===== src/dep_pkg.sv =====
// Shared types and constants for the depth edge potential pipeline.
// No dependencies; imported by every other file in src.
package dep_pkg;

  localparam int COORD_W    = 16;
  localparam int NORM_W     = 16;
  localparam int DIFF_W     = 17;
  localparam int PROD_W     = 33;
  localparam int SQR_W      = 32;
  localparam int DOT_W      = 34;
  localparam int DN_W       = 33;
  localparam int SQ_W       = 34;
  localparam int FRAC_W     = 16;
  localparam int RAD_W      = SQ_W + FRAC_W;
  localparam int ROOT_W     = RAD_W / 2;
  localparam int REM_W      = ROOT_W + 3;
  localparam int CFG_W      = 24;
  localparam int CFG_IDX_W  = 1;
  localparam int PN_W       = DN_W + CFG_W;
  localparam int PD_W       = ROOT_W + CFG_W;
  localparam int BIG_W      = PN_W + 1;
  localparam int ARG_SHIFT  = 22;
  localparam int ARG_W      = BIG_W - ARG_SHIFT;
  localparam int K_W        = 4;
  localparam int TERM_W     = 33;
  localparam int SUM_W      = 36;
  localparam int POT_W      = 16;
  localparam int TAYLOR_STEPS = 13;
  localparam int POW_STEPS    = 11;

  localparam logic [CFG_IDX_W-1:0] REG_INV_SIGMA_NORMAL = 1'b0;
  localparam logic [CFG_IDX_W-1:0] REG_INV_SIGMA_DIST   = 1'b1;

  localparam logic [CFG_W-1:0] INV_SIGMA_NORMAL_RST = 24'd1677722;
  localparam logic [CFG_W-1:0] INV_SIGMA_DIST_RST   = 24'd167772;

  // exponent argument limit: 12.0 in Q.16
  localparam logic [ARG_W-1:0]  ARG_LIMIT = ARG_W'(12 << 16);
  localparam logic [TERM_W-1:0] ONE_Q32   = 33'h1_0000_0000;
  localparam logic [31:0]       ROUND_Q32 = 32'h8000_0000;
  // exp(-1) through the same truncated series, Q.32
  localparam logic [31:0]       EXP_M1_Q32 = 32'd1580030169;
  localparam logic [POT_W-1:0]  POT_MAX = 16'hFFFF;

  // floor(2^32 / n) for the series divisors; entry 0 (n = 1) unused
  localparam logic [31:0] RECIP_Q32 [TAYLOR_STEPS] = '{
    32'd0,         32'd2147483648, 32'd1431655765, 32'd1073741824,
    32'd858993459, 32'd715827882,  32'd613566756,  32'd536870912,
    32'd477218588, 32'd429496729,  32'd390451572,  32'd357913941,
    32'd330382099
  };

  typedef struct packed {
    logic           zero;
    logic [K_W-1:0] k;
  } exp_side_t;

  typedef struct packed {
    logic       en;
    logic [1:0] cnt;
  } ofifo_stat_t;

endpackage


===== src/dep_ofifo.sv =====
// Two-word output buffer; lets the pipeline keep moving while one result waits.
// Depends on dep_pkg.
module dep_ofifo import dep_pkg::*; (
  input  logic             clk,
  input  logic             rst_n,
  input  logic             push_valid,
  input  logic [POT_W-1:0] push_data,
  output logic             out_valid,
  input  logic             out_ready,
  output logic [POT_W-1:0] out_data,
  output ofifo_stat_t      stat
);

  localparam logic [1:0] FULL = 2'd2;

  logic [POT_W-1:0] data_r [2];
  logic             wr_ptr_r;
  logic             rd_ptr_r;
  logic [1:0]       cnt_r;
  logic             en;
  logic             push;
  logic             pop;

  assign en   = (cnt_r != FULL) || out_ready;
  assign push = en && push_valid;
  assign pop  = (cnt_r != 2'd0) && out_ready;

  always_ff @(posedge clk) begin
    if (!rst_n) begin
      wr_ptr_r <= 1'b0;
      rd_ptr_r <= 1'b0;
      cnt_r    <= 2'd0;
    end else begin
      if (push) begin
        wr_ptr_r <= ~wr_ptr_r;
      end
      if (pop) begin
        rd_ptr_r <= ~rd_ptr_r;
      end
      if (push && !pop) begin
        cnt_r <= cnt_r + 2'd1;
      end else if (pop && !push) begin
        cnt_r <= cnt_r - 2'd1;
      end
    end
  end

  always_ff @(posedge clk) begin
    if (push) begin
      data_r[wr_ptr_r] <= push_data;
    end
  end

  assign out_valid = (cnt_r != 2'd0);
  assign out_data  = data_r[rd_ptr_r];
  assign stat.en   = en;
  assign stat.cnt  = cnt_r;

endmodule


===== config.mk =====
export PLATFORM = sky130hd
export DESIGN_NAME = dep_ofifo
export DESIGN_NICKNAME = d
export VERILOG_FILES = /design/src/dep_pkg.sv /design/src/dep_ofifo.sv
export SDC_FILE = /design/constraint.sdc
export NUM_CORES = 1
export LEC_CHECK = 0
export BUFFER_PORTS_ARGS = -buffer_cell sky130_fd_sc_hd__buf_2
export CAP_MARGIN = 10
export CORE_AREA = 2 2 48 72
export CTS_BUF_LIST = sky130_fd_sc_hd__clkbuf_4
export DETAILED_ROUTE_END_ITERATION = 10
export DIE_AREA = 0 0 50 74
export MAX_ROUTING_LAYER = met4
export PLACE_DENSITY_LB_ADDON = 0.15
export SETUP_SLACK_MARGIN = 0.15
export SYNTH_ARGS = -nofsm -noshare
export SYNTH_HDL_FRONTEND = slang
export SYNTH_SLANG_ARGS = --single-unit

===== constraint.sdc =====
create_clock -name clk -period 1.8 [get_ports clk]
set_clock_uncertainty 0.2 [all_clocks]
set_input_delay 0.27 -clock clk [delete_from_list [all_inputs] [get_ports clk]]
set_output_delay 0.27 -clock clk [all_outputs]
set_load 0.01 [all_outputs]

## After elaboration in Yosys (flattened, before gate mapping)

Memory sizes are Yosys's and may differ from the RTL's. A register that Yosys moved wholly into a read port is not among the register bits.
Cells that the tools add are included.

- Memories: 1
- Bits in writable memories: 32
- Input port bits: 20
- Word-level logic and storage cells: 24
- Flip-flop bits (word level): 4
- Output and inout bits: 20

- Eq/ne operators: 1
- Bitwise operators: 2
- Reduce and logical (&&, ||, !) cells: 9
- Add/subtract/negate cells: 2
- Multiplexer cells: 6

Memory list:

| name | words | bits a word | rd ports | clocked after Yosys merged registers in | write ports | RTL line | RTL |
|---|---|---|---|---|---|---|---|
| data_r | 2 | 16 | 1 | 1 | 1 | dep_ofifo.sv:16 | `logic [POT_W-1:0] data_r [2];` |

Operators with widths:

| kind | number |
|---|---|
| 1-bit logical AND | 4 |
| 1-bit 2-to-1 mux | 4 |
| 2-bit 2-to-1 mux | 2 |
| 2-bit nonzero test | 2 |
| 2-bit by 1-bit adder with 2-bit output, second input constant | 1 |
| 1-bit logical NOT | 2 |
| 2-bit inequality test, second input constant | 1 |
| 1-bit NOT | 2 |
| 2-bit by 1-bit subtractor with 2-bit output, second input constant | 1 |
| 1-bit logical OR | 1 |

## Depth between registers and ports, before layout

- Depth after elaboration: 7
- Mapped depth: 6

## Worst setup path before layout

No wires, ideal clock.

- Path kind: reg2reg
- From: reg cnt_r[1]
- To: reg cnt_r[1]
- Data arrival time: 1750 ps
- Slack: -220 ps
- Stages on the path, launching flop included: 6
- Required time: 1530 ps
- Setup time: 70 ps
- Period minus slack after synthesis: 2020 ps
- Path through: dfxtp_1 -> or3b_4 -> and2_4 -> ha_1 -> or3_1 -> a21boi_1

- Longest elaborated chain between the ends: 6

RTL lines:

| item | RTL line | RTL |
|---|---|---|
| start: declaration | dep_ofifo.sv:19 | `logic [1:0] cnt_r;` |
| start signal: assignment | dep_ofifo.sv:41 | `cnt_r <= cnt_r + 2'd1;` |
| start signal: assignment | dep_ofifo.sv:43 | `cnt_r <= cnt_r - 2'd1;` |
| 2-bit inequality test * | dep_ofifo.sv:24 | `assign en = (cnt_r != FULL) \|\| out_ready;` |
| 1-bit logical OR * | dep_ofifo.sv:24 |  |
| net en | dep_ofifo.sv:20 | `logic en;` |
| 1-bit logical AND * | dep_ofifo.sv:25 | `assign push = en && push_valid;` |
| net push | dep_ofifo.sv:21 | `logic push;` |
| 1-bit logical NOT | dep_ofifo.sv:42 | `end else if (pop && !push) begin` |
| 1-bit logical AND | dep_ofifo.sv:42 |  |
| 2-bit nonzero test (no source line) | n/a |  |

Mark *: on every way through the listed nets, which the timed path passes. The rest lies on a longest branch. The select of a mux whose other input is x is not followed.
A chain may end at the register's enable or synchronous reset.

==> key figures <==
Layout
  – Net count of the finished layout: around 170
  – Count of inserted antenna diode cells: 0
  – Share of final-layout standard cells stronger than drive strength 1: a little under three fifths
  – Area Overhead vs Synth: 55.2%

Synth
  – Number of distinct library cells after synthesis: 20
  – Cell area after technology mapping: between 0.001 and 0.0015 mm^2
  – Dominant combinational cell family by area after synthesis: multiplexers
  – Post-synthesis average cell area: between 15 and 20 um^2
  – Net count of the mapped netlist: between 90 and 100
  – Synth Instances: between 70 and 80
  – Synth Area in XOR/XNOR: 1.87%
  – Simple-gate area share of the yosys netlist: under 10%
  – Fraction of the yosys area taken by sequential cells: between 70% and 80%
  – Proportion of synthesized area in mux cells: 12.8%
  – Post-synthesis compound-gate area fraction: 1.87%
  – Synth Area in Adders: 0.888%
  – Synth Register Bits: 37
  – Number of synthesis warnings: 0

Routing
  – Routed vias/inst: between 4 and 5
  – Detail-routed net length per standard cell: 15.2 um
  – Drt pass-1 iters: 4
  – Detailed Route WL: about 2800 um
  – Post-route ant nets: 0
  – # DRC: 0
  – Via total after detailed routing: 886
  – DR iter-0 viols: 8

STA
  – Maximum operating frequency: around 530 MHz
  – Relative max-transition margin: approximately 74%
  – Slew at the pin closest to its max-slew limit: between 300 and 400 ps
  – Final period util: 106%
  – Final critical-path setup slack: -101 ps
  – Fin crit period: ~1900 ps
  – Final Hold Violating Endpoints: 0
  – Count of final setup violators: 29
  – Final Max Slew Viols: 0
  – Setup repair after global routing missed its margin: true

Setup path
  – Endpoint of the worst-slack reg-to-reg timing path: cnt_r[1]
  – Kind of capture point of the worst setup path: output pin
  – Top delay family on crit path: buffers and inverters
  – Critical path required time: about 1300 ps
  – Startpoint types: flip-flop
  – Arrival time of the worst setup path: roughly 1400 ps
  – Cell count along the critical path: 4
  – Logic depth of the worst register-to-register path: 6
  – Cells traversed along the worst timing path: or3b_4, buf_4, buf_6, buf_2
  – Critical register-to-register path startpoint: cnt_r[0]
  – Buffering stage count on the worst path with inverters included: 3
  – R2R Setup Slk: -90 ps
  – Crit-path max cell delay: 370 ps
  – Highest net fanout along the worst path: 3
  – Standard cell with the maximum stage delay on the critical path: or3b_4
  – Critical path start-end classification: reg2out

Floorplan
  – Effective utilization at floorplan: between 40 and 50%
  – Ports: 40
  – Core area: around 0.0031 mm^2
  – Die H: ~74 um
  – Number of placement rows: 25
  – Die X-Extent: 50 um
  – Die area: around 0.0037 mm^2

Hold path
  – Hold path start: push_valid
  – Destination of the worst hold path: wr_ptr_r
  – Worst Hold Class: in2reg
  – Cell depth of the worst min-delay path: 3

GRT
  – Remaining global-route overflow: 0
  – Vias in the first global route: 930
  – GRT Util Overall: 16.9%
  – Initial antenna violation count: 0
  – First-pass GRT wire length: roughly 4300 um
  – Pin count of the biggest net entering global routing: 17

Power and ir drop
  – Power density over the cells: 1190 mW/mm^2
  – Maximum ir drop on the vdd rail: 0.854 mV
  – Overall power consumption: 2600 uW
  – Pleak: a little under 0.0009 uW

CTS
  – CTS root buffer: clkbuf_4
  – Clock tree buffer depth: 2
  – Number of H-tree branching levels: 2
  – Register clock-pin slew on the reported worst setup and hold paths: approximately 90 ps
  – Clock latency of the later-clocked register in the worst-skew pair: around 330 ps
  – CTS Buf Count: 5
  – Sink Count: 37
  – Clock tree from TritonCTS: built

Place
  – Sum of net half-perimeters after detailed placement: about 1700 um
  – Worst slack after detailed placement: -133 ps
  – Final GP Congestion: around 0.76
  – Port Buffer Count: 39

Run
  – Max-cap violation count: 0

Status
  – Violated checks: setup timing
  – Result of the run: finished, violations left
## how the worst max path moves through the flow
stage / end / slack, ps / startpoint
floorplan: cnt_r[1] / -60 / cnt_r[1]
global placement: cnt_r[1] / -70 / out_ready
detailed placement: cnt_r[1] / -130 / out_ready
CTS: cnt_r[1] / -90 / cnt_r[0]
global route: cnt_r[1] / -170 / cnt_r[1]
finish: stat[2] / -100 / cnt_r[0]
## registers in the layout, summed over array words and instances, names as in the netlist, named ones only
name / cells
rd_ptr_r: 1
data_r: 32
cnt_r: 2
wr_ptr_r: 1
## cells by family (layout without fill, tap and decap cells)
group,Yosys count,after routing
fa+ha+maj,1,1
xor+xnor,3,3
compound gates,4,4
buf+inv,3,74
mux,16,16
simple gates,11,11
flops,37,37
## power by group
part	total [uW]	internal [uW]	switching [uW]
sequential	1110	1070	49.0
combinational	1090	673	415
clock	399	157	242
total	2600	1900	706
## worst min-delay path, stage by stage
cell      delay, ps
buf_2           110
nand4b_1        100
o21ai_2          50
## layer usage
metal | vias to the layer above | global-route usage [%] | routed length, um
li1 | 427 | - | -
met1 | 423 | 16.6 | 1000
met2 | 29 | 29.8 | 1600
met3 | 7 | 3.61 | 155
met4 | 0 | 11.1 | 65
met5 | - | - | 0
## through the flow
step	std cells	cell area (um^2)	hold WS [ps]	util, %	TNS (ps)
2_1_floorplan	75	1430	169	-	-59.6
3_3_place_gp	158	1710	258	55.1	-66.7
3_5_place_dp	158	1710	263	55.1	-360
4_1_cts	185	2060	24.0	66.4	-652
5_1_grt	186	2190	26.5	70.6	-2240
6_report	186	2190	29.3	70.6	-712
## cell type report
class                   instances  area, um^2
fillers                       218         911
flip-flops and latches         37        1070
multi-input cells              35         410
clock inverters                 1        3.75
clock buffers                   6        45.0
well taps                      40        50.0
repair buffers                 67         607
## placed cells by master (no fill, tap or decap), drive strengths merged, types with 2 or more instances in the layout
| master | Yosys | routed |
|---|---|---|
| o21ai | 3 | 3 |
| dfxtp | 5 | 5 |
| buf | 3 | 51 |
| dlygate4sd3 | 0 | 16 |
| mux2 | 16 | 16 |
| xnor2 | 2 | 2 |
| clkbuf | 0 | 6 |
| edfxtp | 32 | 32 |
| and2 | 4 | 4 |
## what timing repair did
item | CTS | global route
buffers inserted | 2 | 1
gates resized for setup | 19 | 25
pin swaps | 0 | 0
gates cloned | 2 | 0
endpoints found under the setup margin | 52 | 52
hold buffers | 16 | 0
hold endpoints to repair | 32 | 0
## cell usage after synthesis
cell type  count  area share [%]
and2_4         1            0.62
nand2_1        1            0.27
buf_4          1            0.53
buf_2          2            0.71
a21boi_1       1            0.53
or3_1          1            0.44
nor2b_4        1            0.98
o21ai_2        1            0.62
xor2_1         1            0.62
and2_1         3             1.3
ha_1           1            0.89
o21ai_0        2            0.71
edfxtp_1      32              68
xnor2_1        2             1.2
or2_2          1            0.44
or3b_4         1            0.80
and3_2         1            0.53
nand4b_1       1            0.62
dfxtp_1        5             7.1
mux2_2        16              13
Power figures use the tool's default switching activity.
