$ cat src/dep_pkg.sv
// Shared types and constants for the depth edge potential pipeline.
// No dependencies; imported by every other file in src.
package dep_pkg;

  localparam int COORD_W    = 16;
  localparam int NORM_W     = 16;
  localparam int DIFF_W     = 17;
  localparam int PROD_W     = 33;
  localparam int SQR_W      = 32;
  localparam int DOT_W      = 34;
  localparam int DN_W       = 33;
  localparam int SQ_W       = 34;
  localparam int FRAC_W     = 16;
  localparam int RAD_W      = SQ_W + FRAC_W;
  localparam int ROOT_W     = RAD_W / 2;
  localparam int REM_W      = ROOT_W + 3;
  localparam int CFG_W      = 24;
  localparam int CFG_IDX_W  = 1;
  localparam int PN_W       = DN_W + CFG_W;
  localparam int PD_W       = ROOT_W + CFG_W;
  localparam int BIG_W      = PN_W + 1;
  localparam int ARG_SHIFT  = 22;
  localparam int ARG_W      = BIG_W - ARG_SHIFT;
  localparam int K_W        = 4;
  localparam int TERM_W     = 33;
  localparam int SUM_W      = 36;
  localparam int POT_W      = 16;
  localparam int TAYLOR_STEPS = 13;
  localparam int POW_STEPS    = 11;

  localparam logic [CFG_IDX_W-1:0] REG_INV_SIGMA_NORMAL = 1'b0;
  localparam logic [CFG_IDX_W-1:0] REG_INV_SIGMA_DIST   = 1'b1;

  localparam logic [CFG_W-1:0] INV_SIGMA_NORMAL_RST = 24'd1677722;
  localparam logic [CFG_W-1:0] INV_SIGMA_DIST_RST   = 24'd167772;

  // exponent argument limit: 12.0 in Q.16
  localparam logic [ARG_W-1:0]  ARG_LIMIT = ARG_W'(12 << 16);
  localparam logic [TERM_W-1:0] ONE_Q32   = 33'h1_0000_0000;
  localparam logic [31:0]       ROUND_Q32 = 32'h8000_0000;
  // exp(-1) through the same truncated series, Q.32
  localparam logic [31:0]       EXP_M1_Q32 = 32'd1580030169;
  localparam logic [POT_W-1:0]  POT_MAX = 16'hFFFF;

  // floor(2^32 / n) for the series divisors; entry 0 (n = 1) unused
  localparam logic [31:0] RECIP_Q32 [TAYLOR_STEPS] = '{
    32'd0,         32'd2147483648, 32'd1431655765, 32'd1073741824,
    32'd858993459, 32'd715827882,  32'd613566756,  32'd536870912,
    32'd477218588, 32'd429496729,  32'd390451572,  32'd357913941,
    32'd330382099
  };

  typedef struct packed {
    logic           zero;
    logic [K_W-1:0] k;
  } exp_side_t;

  typedef struct packed {
    logic       en;
    logic [1:0] cnt;
  } ofifo_stat_t;

endpackage

$ cat src/dep_sqrt.sv
// Pipelined integer square root, one result bit per stage, with sideband.
// Depends on dep_pkg.
module dep_sqrt import dep_pkg::*; #(
  parameter int SIDE_W = 8
) (
  input  logic              clk,
  input  logic              rst_n,
  input  logic              en,
  input  logic              valid_in,
  input  logic [RAD_W-1:0]  rad_in,
  input  logic [SIDE_W-1:0] side_in,
  output logic              valid_out,
  output logic [ROOT_W-1:0] root_out,
  output logic [SIDE_W-1:0] side_out
);

  localparam int STEPS = ROOT_W;

  logic              v_r    [STEPS];
  logic [REM_W-1:0]  rem_r  [STEPS];
  logic [ROOT_W-1:0] root_r [STEPS];
  logic [RAD_W-1:0]  rad_r  [STEPS];
  logic [SIDE_W-1:0] side_r [STEPS];

  logic              v_in    [STEPS];
  logic [REM_W-1:0]  rem_in  [STEPS];
  logic [ROOT_W-1:0] root_in [STEPS];
  logic [RAD_W-1:0]  rad_sin [STEPS];
  logic [SIDE_W-1:0] side_sin[STEPS];

  logic [REM_W-1:0]  rem_nxt  [STEPS];
  logic [ROOT_W-1:0] root_nxt [STEPS];

  always_comb begin
    v_in[0]     = valid_in;
    rem_in[0]   = '0;
    root_in[0]  = '0;
    rad_sin[0]  = rad_in;
    side_sin[0] = side_in;
    for (int s = 1; s < STEPS; s++) begin
      v_in[s]     = v_r[s-1];
      rem_in[s]   = rem_r[s-1];
      root_in[s]  = root_r[s-1];
      rad_sin[s]  = rad_r[s-1];
      side_sin[s] = side_r[s-1];
    end
  end

  always_comb begin
    logic [REM_W-1:0] cur;
    logic [REM_W-1:0] trial;
    logic             ge;
    for (int s = 0; s < STEPS; s++) begin
      cur   = {rem_in[s][REM_W-3:0], rad_sin[s][RAD_W-1 -: 2]};
      trial = REM_W'({root_in[s], 2'b01});
      ge    = (cur >= trial);
      rem_nxt[s]  = ge ? (cur - trial) : cur;
      root_nxt[s] = {root_in[s][ROOT_W-2:0], ge};
    end
  end

  always_ff @(posedge clk) begin
    for (int s = 0; s < STEPS; s++) begin
      if (!rst_n) begin
        v_r[s] <= 1'b0;
      end else if (en) begin
        v_r[s] <= v_in[s];
      end
    end
  end

  always_ff @(posedge clk) begin
    if (en) begin
      for (int s = 0; s < STEPS; s++) begin
        rem_r[s]  <= rem_nxt[s];
        root_r[s] <= root_nxt[s];
        rad_r[s]  <= {rad_sin[s][RAD_W-3:0], 2'b00};
        side_r[s] <= side_sin[s];
      end
    end
  end

  assign valid_out = v_r[STEPS-1];
  assign root_out  = root_r[STEPS-1];
  assign side_out  = side_r[STEPS-1];

endmodule

$ cat config.mk
export PLATFORM = sky130hd
export DESIGN_NAME = dep_sqrt
export DESIGN_NICKNAME = d
export VERILOG_FILES = /design/src/dep_pkg.sv /design/src/dep_sqrt.sv
export SDC_FILE = /design/constraint.sdc
export NUM_CORES = 2
export LEC_CHECK = 0
export BUFFER_PORTS_ARGS = -buffer_cell sky130_fd_sc_hd__buf_2
export CAP_MARGIN = 20
export CELL_PAD_IN_SITES_DETAIL_PLACEMENT = 1
export CELL_PAD_IN_SITES_GLOBAL_PLACEMENT = 1
export CORE_MARGIN = 3
export CORE_UTILIZATION = 35
export CTS_CLUSTER_DIAMETER = 60
export DETAILED_ROUTE_END_ITERATION = 16
export GPL_TIMING_DRIVEN = 0
export PLACE_DENSITY = 0.61
export SYNTH_ARGS = -nofsm -noshare
export SYNTH_HDL_FRONTEND = slang
export SYNTH_SLANG_ARGS = --single-unit
$ cat constraint.sdc
create_clock -name clk -period 3.6 [get_ports clk]
set_input_delay 0.72 -clock clk [delete_from_list [all_inputs] [get_ports clk]]
set_output_delay 0.72 -clock clk [all_outputs]
set_load 0.01 [all_outputs]
Word level (Yosys, flattened, before mapping) --
Memories as Yosys holds them, arrays and structs flattened. Cells that the tools add are included.
Word-level totals: memories 5, word-level logic and storage cells 135, bits in registers 0, memory bits (writable) 2750
Memory list:
- rad_r | depth 25, bits a word 48, rd ports 24, clocked after memory_dff 0, wr ports 25, RTL line dep_sqrt.sv:22 | logic [RAD_W-1:0] rad_r [STEPS];
- rem_r | depth 25, bits a word 28, rd ports 24, clocked after memory_dff 0, wr ports 25, RTL line dep_sqrt.sv:20 | logic [REM_W-1:0] rem_r [STEPS];
- root_r | depth 25, bits a word 25, rd ports 25, clocked after memory_dff 0, wr ports 25, RTL line dep_sqrt.sv:21 | logic [ROOT_W-1:0] root_r [STEPS];
- side_r | depth 25, bits a word 8, rd ports 25, clocked after memory_dff 0, wr ports 25, RTL line dep_sqrt.sv:23 | logic [SIDE_W-1:0] side_r [STEPS];
- v_r | depth 25, bits a word 1, rd ports 25, clocked after memory_dff 0, wr ports 25, RTL line dep_sqrt.sv:19 | logic v_r [STEPS];
Operators by class: order comparisons 25, add/subtract/negate cells 25, mux-type cells 55, bitwise gates (word level) 25
Operator list (number):
- two-way mux 28 bit | 25
- greater-or-equal comparator 28 x 27 -> 1 bit | 24
- subtractor 28 x 27 -> 28 bit | 24
- two-way mux 1 bit | 30
- OR 1 bit | 25
- subtractor 2 x 1 -> 3 bit (second input constant) | 1
- greater-or-equal comparator 2 x 1 -> 1 bit (second input constant) | 1

Longest topological paths before layout --
depth in word-level cells 4, mapped depth 13, depth with buffers taken out 12

Least setup slack after synthesis --
OpenSTA, ideal clock, no wires.
path type flip-flop to flip-flop, from memory rem_r[1][171] (netlist name), to memory rem_r[1][211] (netlist name), data pin, data required time 3.330 ns, stages on the path, launching flop included 12, data arrival time 2.870 ns, setup time 0.270 ns, period minus slack after synthesis 3.141 ns, path slack 0.459 ns, path through edfxtp_1 ha_1 a21o_1 a21oi_1 inv_1 o21ai_0 a21oi_1 and2_1 o31ai_1 clkbuf_1 clkbuf_1 o21ai_0
RTL lines (RTL line):
- start, declared | dep_sqrt.sv:20

==> implementation parameters <==
Parameter                              Value

Global routing
  Antenna violations before repair ... 1
  Pin count of the biggest net entering global routing ... 180
  Via count of the first global-routing pass ... 46.30k
  Overall global routing resource usage ... 0.1415
  Overflow left after global routing ... 0
  Wire length of the first global-routing pass ... 254900 microns

Timing
  Part of the cycle the worst path needs ... 0.9797
  Final setup viols ... 0
  Max transition margin ... 0.2689
  Clock skew ... 35.40 ps
  Worst Hold Slack ... 90.47 ps
  Slew at the pin with the worst max-slew slack ... 1097 ps
  Fmax ... 283.5 MHz
  Number of hold violations in the final report ... 0
  Pins over their slew limit ... 0
  TNS Setup ... 0 ps
  Clock period minus worst slack ... 3527 ps

Final layout
  Layout Area Growth over Synthesis ... 16.01%
  Share of cells above drive strength 1 ... 0.1020
  Post-route core utilization ... 0.4095
  Layout net count ... 6382

Job
  Number of maximum-capacitance constraint violations ... 0

Critical path
  Type of the worst setup path ... reg -> reg
  Maximum fanout encountered on the critical timing path ... 4
  Startpoint of the lowest-slack register-to-register path ... rem_r[2][112]
  Required time of the critical path ... 4120 ps
  Nature of the critical path endpoint ... flop
  Logic depth of the worst register-to-register path ... 9
  Capture point of the worst reg-to-reg path ... rem_r[2][163]
  Startpoint kind of the worst setup timing path ... flop
  R2r setup slk ... 70 ps
  Crit path arrival time ... 4050 ps

Worst hold path
  Min-Delay Path Depth ... 1
  Hold Startpoint ... side_in[0]
  Endpoint of the worst hold-timing path ... side_r[0][0]
  Kind of path behind the tightest hold check ... in -> reg

Synthesis
  FFs w/ async S/R, synth ... 0
  Area fraction in and, or, nand and nor cells after synthesis ... 0.08945
  Biggest area contributors in the synthesized netlist ... sky130_fd_sc_hd__edfxtp_1 (68%), sky130_fd_sc_hd__ha_1 (5.7%), sky130_fd_sc_hd__xnor2_1 (3.0%)
  Primary flip-flop cell chosen by synthesis mapping ... sky130_fd_sc_hd__edfxtp_1
  Cell with the most instances after synthesis ... sky130_fd_sc_hd__edfxtp_1
  Largest family of logic cells by synthesized area ... simple AND/OR/NAND/NOR gates
  Post-synth top area cell ... sky130_fd_sc_hd__edfxtp_1
  Synthesized area per cell ... 13.73 sq um
  Number of instances in the synthesized netlist ... 5592
  Yosys top cell area share ... 0.6796
  Part of the Yosys area used for sequential elements ... 0.6799
  Adder and majority cell fraction of the synthesized area ... 0.05735
  Complex-gate fraction of the synthesized area ... 0.08479
  Count of flip-flops with a built-in enable after synthesis ... 1738
  Netlist area before placement ... 0.07680 sq mm
  Multiplexer area fraction after synthesis ... 0.006941
  Count of different cell masters after synthesis ... 78
  Most used standard cells in the synthesized netlist ... sky130_fd_sc_hd__edfxtp_1 (1738), sky130_fd_sc_hd__inv_1 (428), sky130_fd_sc_hd__ha_1 (352), sky130_fd_sc_hd__nand2_1 (342), sky130_fd_sc_hd__nor2_1 (336)
  Net count after synthesis ... 6006
  Number of warnings issued by yosys ... 0
  #FFs+latches synth ... 1739
  Parity-gate share of the synthesized area counting xor and xnor cells ... 0.05474

Power
  Fraction of power consumed by combinational cells ... 0.158
  Worst supply voltage drop on vdd ... 0.5259 mV
  Pwr dens ... 630.0 mW/mm^2
  Net Switching ... 15.07 mW
  Leakage power of the design ... 33.57 nW
  Switching share of power ... 0.2685
  Part of the total power dissipated in the clock network ... 0.369
  Reg power frac ... 0.473
  Internal power component ... 41.06 mW

Floorplan
  Die Y ... 474.4 microns
  Chip width ... 474.4 microns
  Number of standard-cell rows in the floorplan ... 171
  Overall die area ... 0.2251 sq mm
  IO Count ... 96
  Starting density of the core ... 0.3529
  Area of the core ... 0.2176 sq mm

Route
  Routed length per instance ... 17.87 microns
  Detailed-route wire length ... 160800 microns
  Initial DRC Count ... 2556
  Number of design rule violations left after detail routing ... 0
  Via density ... 4.896
  Antenna-violating nets left ... 0
  Total vias in the final route ... 44.08k
  First drt pass iteration count ... 5

Run status
  Run status ... finished, final reports clean

Clock network
  Buffers from clock root to sink, at most ... 3
  Clock slew seen by the registers of the worst setup and hold paths ... 60 ps
  Insertion delay of the later-clocked pin in the worst-skew pair ... 830 ps
  Total clock buffers created by CTS ... 205
  Number of clock sinks seen by CTS ... 1739
  Clock tree from TritonCTS ... built
  Clock Root Buffer ... sky130_fd_sc_hd__clkbuf_16
  CTS H-tree depth ... 4

Placed design
  Hpwl dp ... 113000 microns
  Buffers added on ports ... 95
  Global placement routability congestion ... 0.8421
[state kept, by name, summed over array words and instances (netlist names)]
name,cells
root_r,325
v_r,25
rad_r,600
side_r,200
rem_r,589
[critical path, cell delays in order (launching register included)]
cell and delay, ps:
sky130_fd_sc_hd__edfxtp_1 400, sky130_fd_sc_hd__ha_1 370, sky130_fd_sc_hd__o21ai_0 220, sky130_fd_sc_hd__a2111oi_2 500
sky130_fd_sc_hd__o41ai_1 200, sky130_fd_sc_hd__a41oi_1 410, sky130_fd_sc_hd__nand3_1 250, sky130_fd_sc_hd__a2111oi_1 550
sky130_fd_sc_hd__a2111oi_1 150, sky130_fd_sc_hd__xor2_1 170
[power groups by stage]
stage | logic (mW) | clock network, mW | registers (mW)
finish | 8.87 | 20.7 | 26.5
CTS | 8.87 | 21.5 | 26.6
floorplan | 6.29 | 0 | 26.3
global placement | 8.48 | 0 | 28.0
detailed placement | 8.68 | 0 | 27.0
global route | 9.99 | 22.4 | 26.8
[per-layer routing]
layer  GRT usage  part of all wire  vias to the layer above
li1            -                 -                    21520
met4     0.05259             0.034                        0
met1      0.1794              0.45                    21740
met5           0                 0                        -
met2      0.2418              0.49                      533
met3     0.02451             0.031                      290
[layout make-up]
| class | instances | area (sq um) |
|---|---|---|
| Inverter | 429 | 1610 |
| Multi-Input combinational cell | 3315 | 22870 |
| Sequential cell | 1739 | 52210 |
| Fill cell | 22250 | 128500 |
| Buffer | 106 | 503.0 |
| Clock buffer | 231 | 5291 |
| Clock inverter | 153 | 1602 |
| Tap cell | 2854 | 3571 |
| Timing Repair Buffer | 172 | 1430 |
| Antenna cell | 4 | 10.01 |
[logic make-up (layout without fill, tap and decap cells)]
logic type                 Yosys count  count (layout)
muxes                               48              48
DFF                               1739            1739
other                                1               5
AOI/OAI and AO/OA                 1054            1054
xor gates and xnor gates           480             480
adders and majority gates          352             352
buffers and inverters              538            1091
and+or+nand+nor                   1380            1380
[what timing repair did]
action | 4_1_cts | 5_1_grt
hold endpoints to repair | 51 | 0
hold buffers | 51 | 0
endpoints found under the setup margin | 223 | 288
pin swaps | 2 | 5
setup buffers | 3 | 10
gates resized for setup | 61 | 79
gates cloned | 0 | 1
[metrics by stage]
step	cell area (sq um)	instances	power [mW]	setup WS (ps)
2_1_floorplan	76800	5592	32.62	459.4
3_3_place_gp	80840	8541	36.48	-26790
3_5_place_dp	81140	8552	35.64	-1221
4_1_cts	88760	8990	56.97	3.257
5_1_grt	89090	9001	59.14	-41.88
6_report	89090	9003	56.13	73.00
[worst max-delay path by stage]
| stage | from | end | slack (ps) | cells past startpoint |
|---|---|---|---|---|
| 2_1_floorplan | rem_r[1][171] | rem_r[1][211] | 460 | 11 |
| 5_1_grt | rem_r[2][112] | rem_r[2][163] | -40 | 9 |
| 6_report | rem_r[2][112] | rem_r[2][163] | 70 | 9 |
| 3_3_place_gp | en | v_r[1][8] | -26790 | 2 |
| 3_5_place_dp | rem_r[2][168] | rem_r[2][209] | -1220 | 11 |
| 4_1_cts | rem_r[0][140] | rem_r[0][190] | 3 | 10 |
[layout by cell type, fill, tap and decap left out, drive strengths merged, types with 134 or more instances in the layout]
| master | n |
|---|---|
| a21oi | 320 |
| xnor2 | 259 |
| nor2 | 336 |
| ha | 352 |
| o21ai | 282 |
| inv | 451 |
| a21o | 134 |
| xor2 | 221 |
| nand2 | 342 |
| buf | 140 |
| edfxtp | 1738 |
| clkbuf | 318 |
No activity file was read; power rests on OpenSTA's default activity.
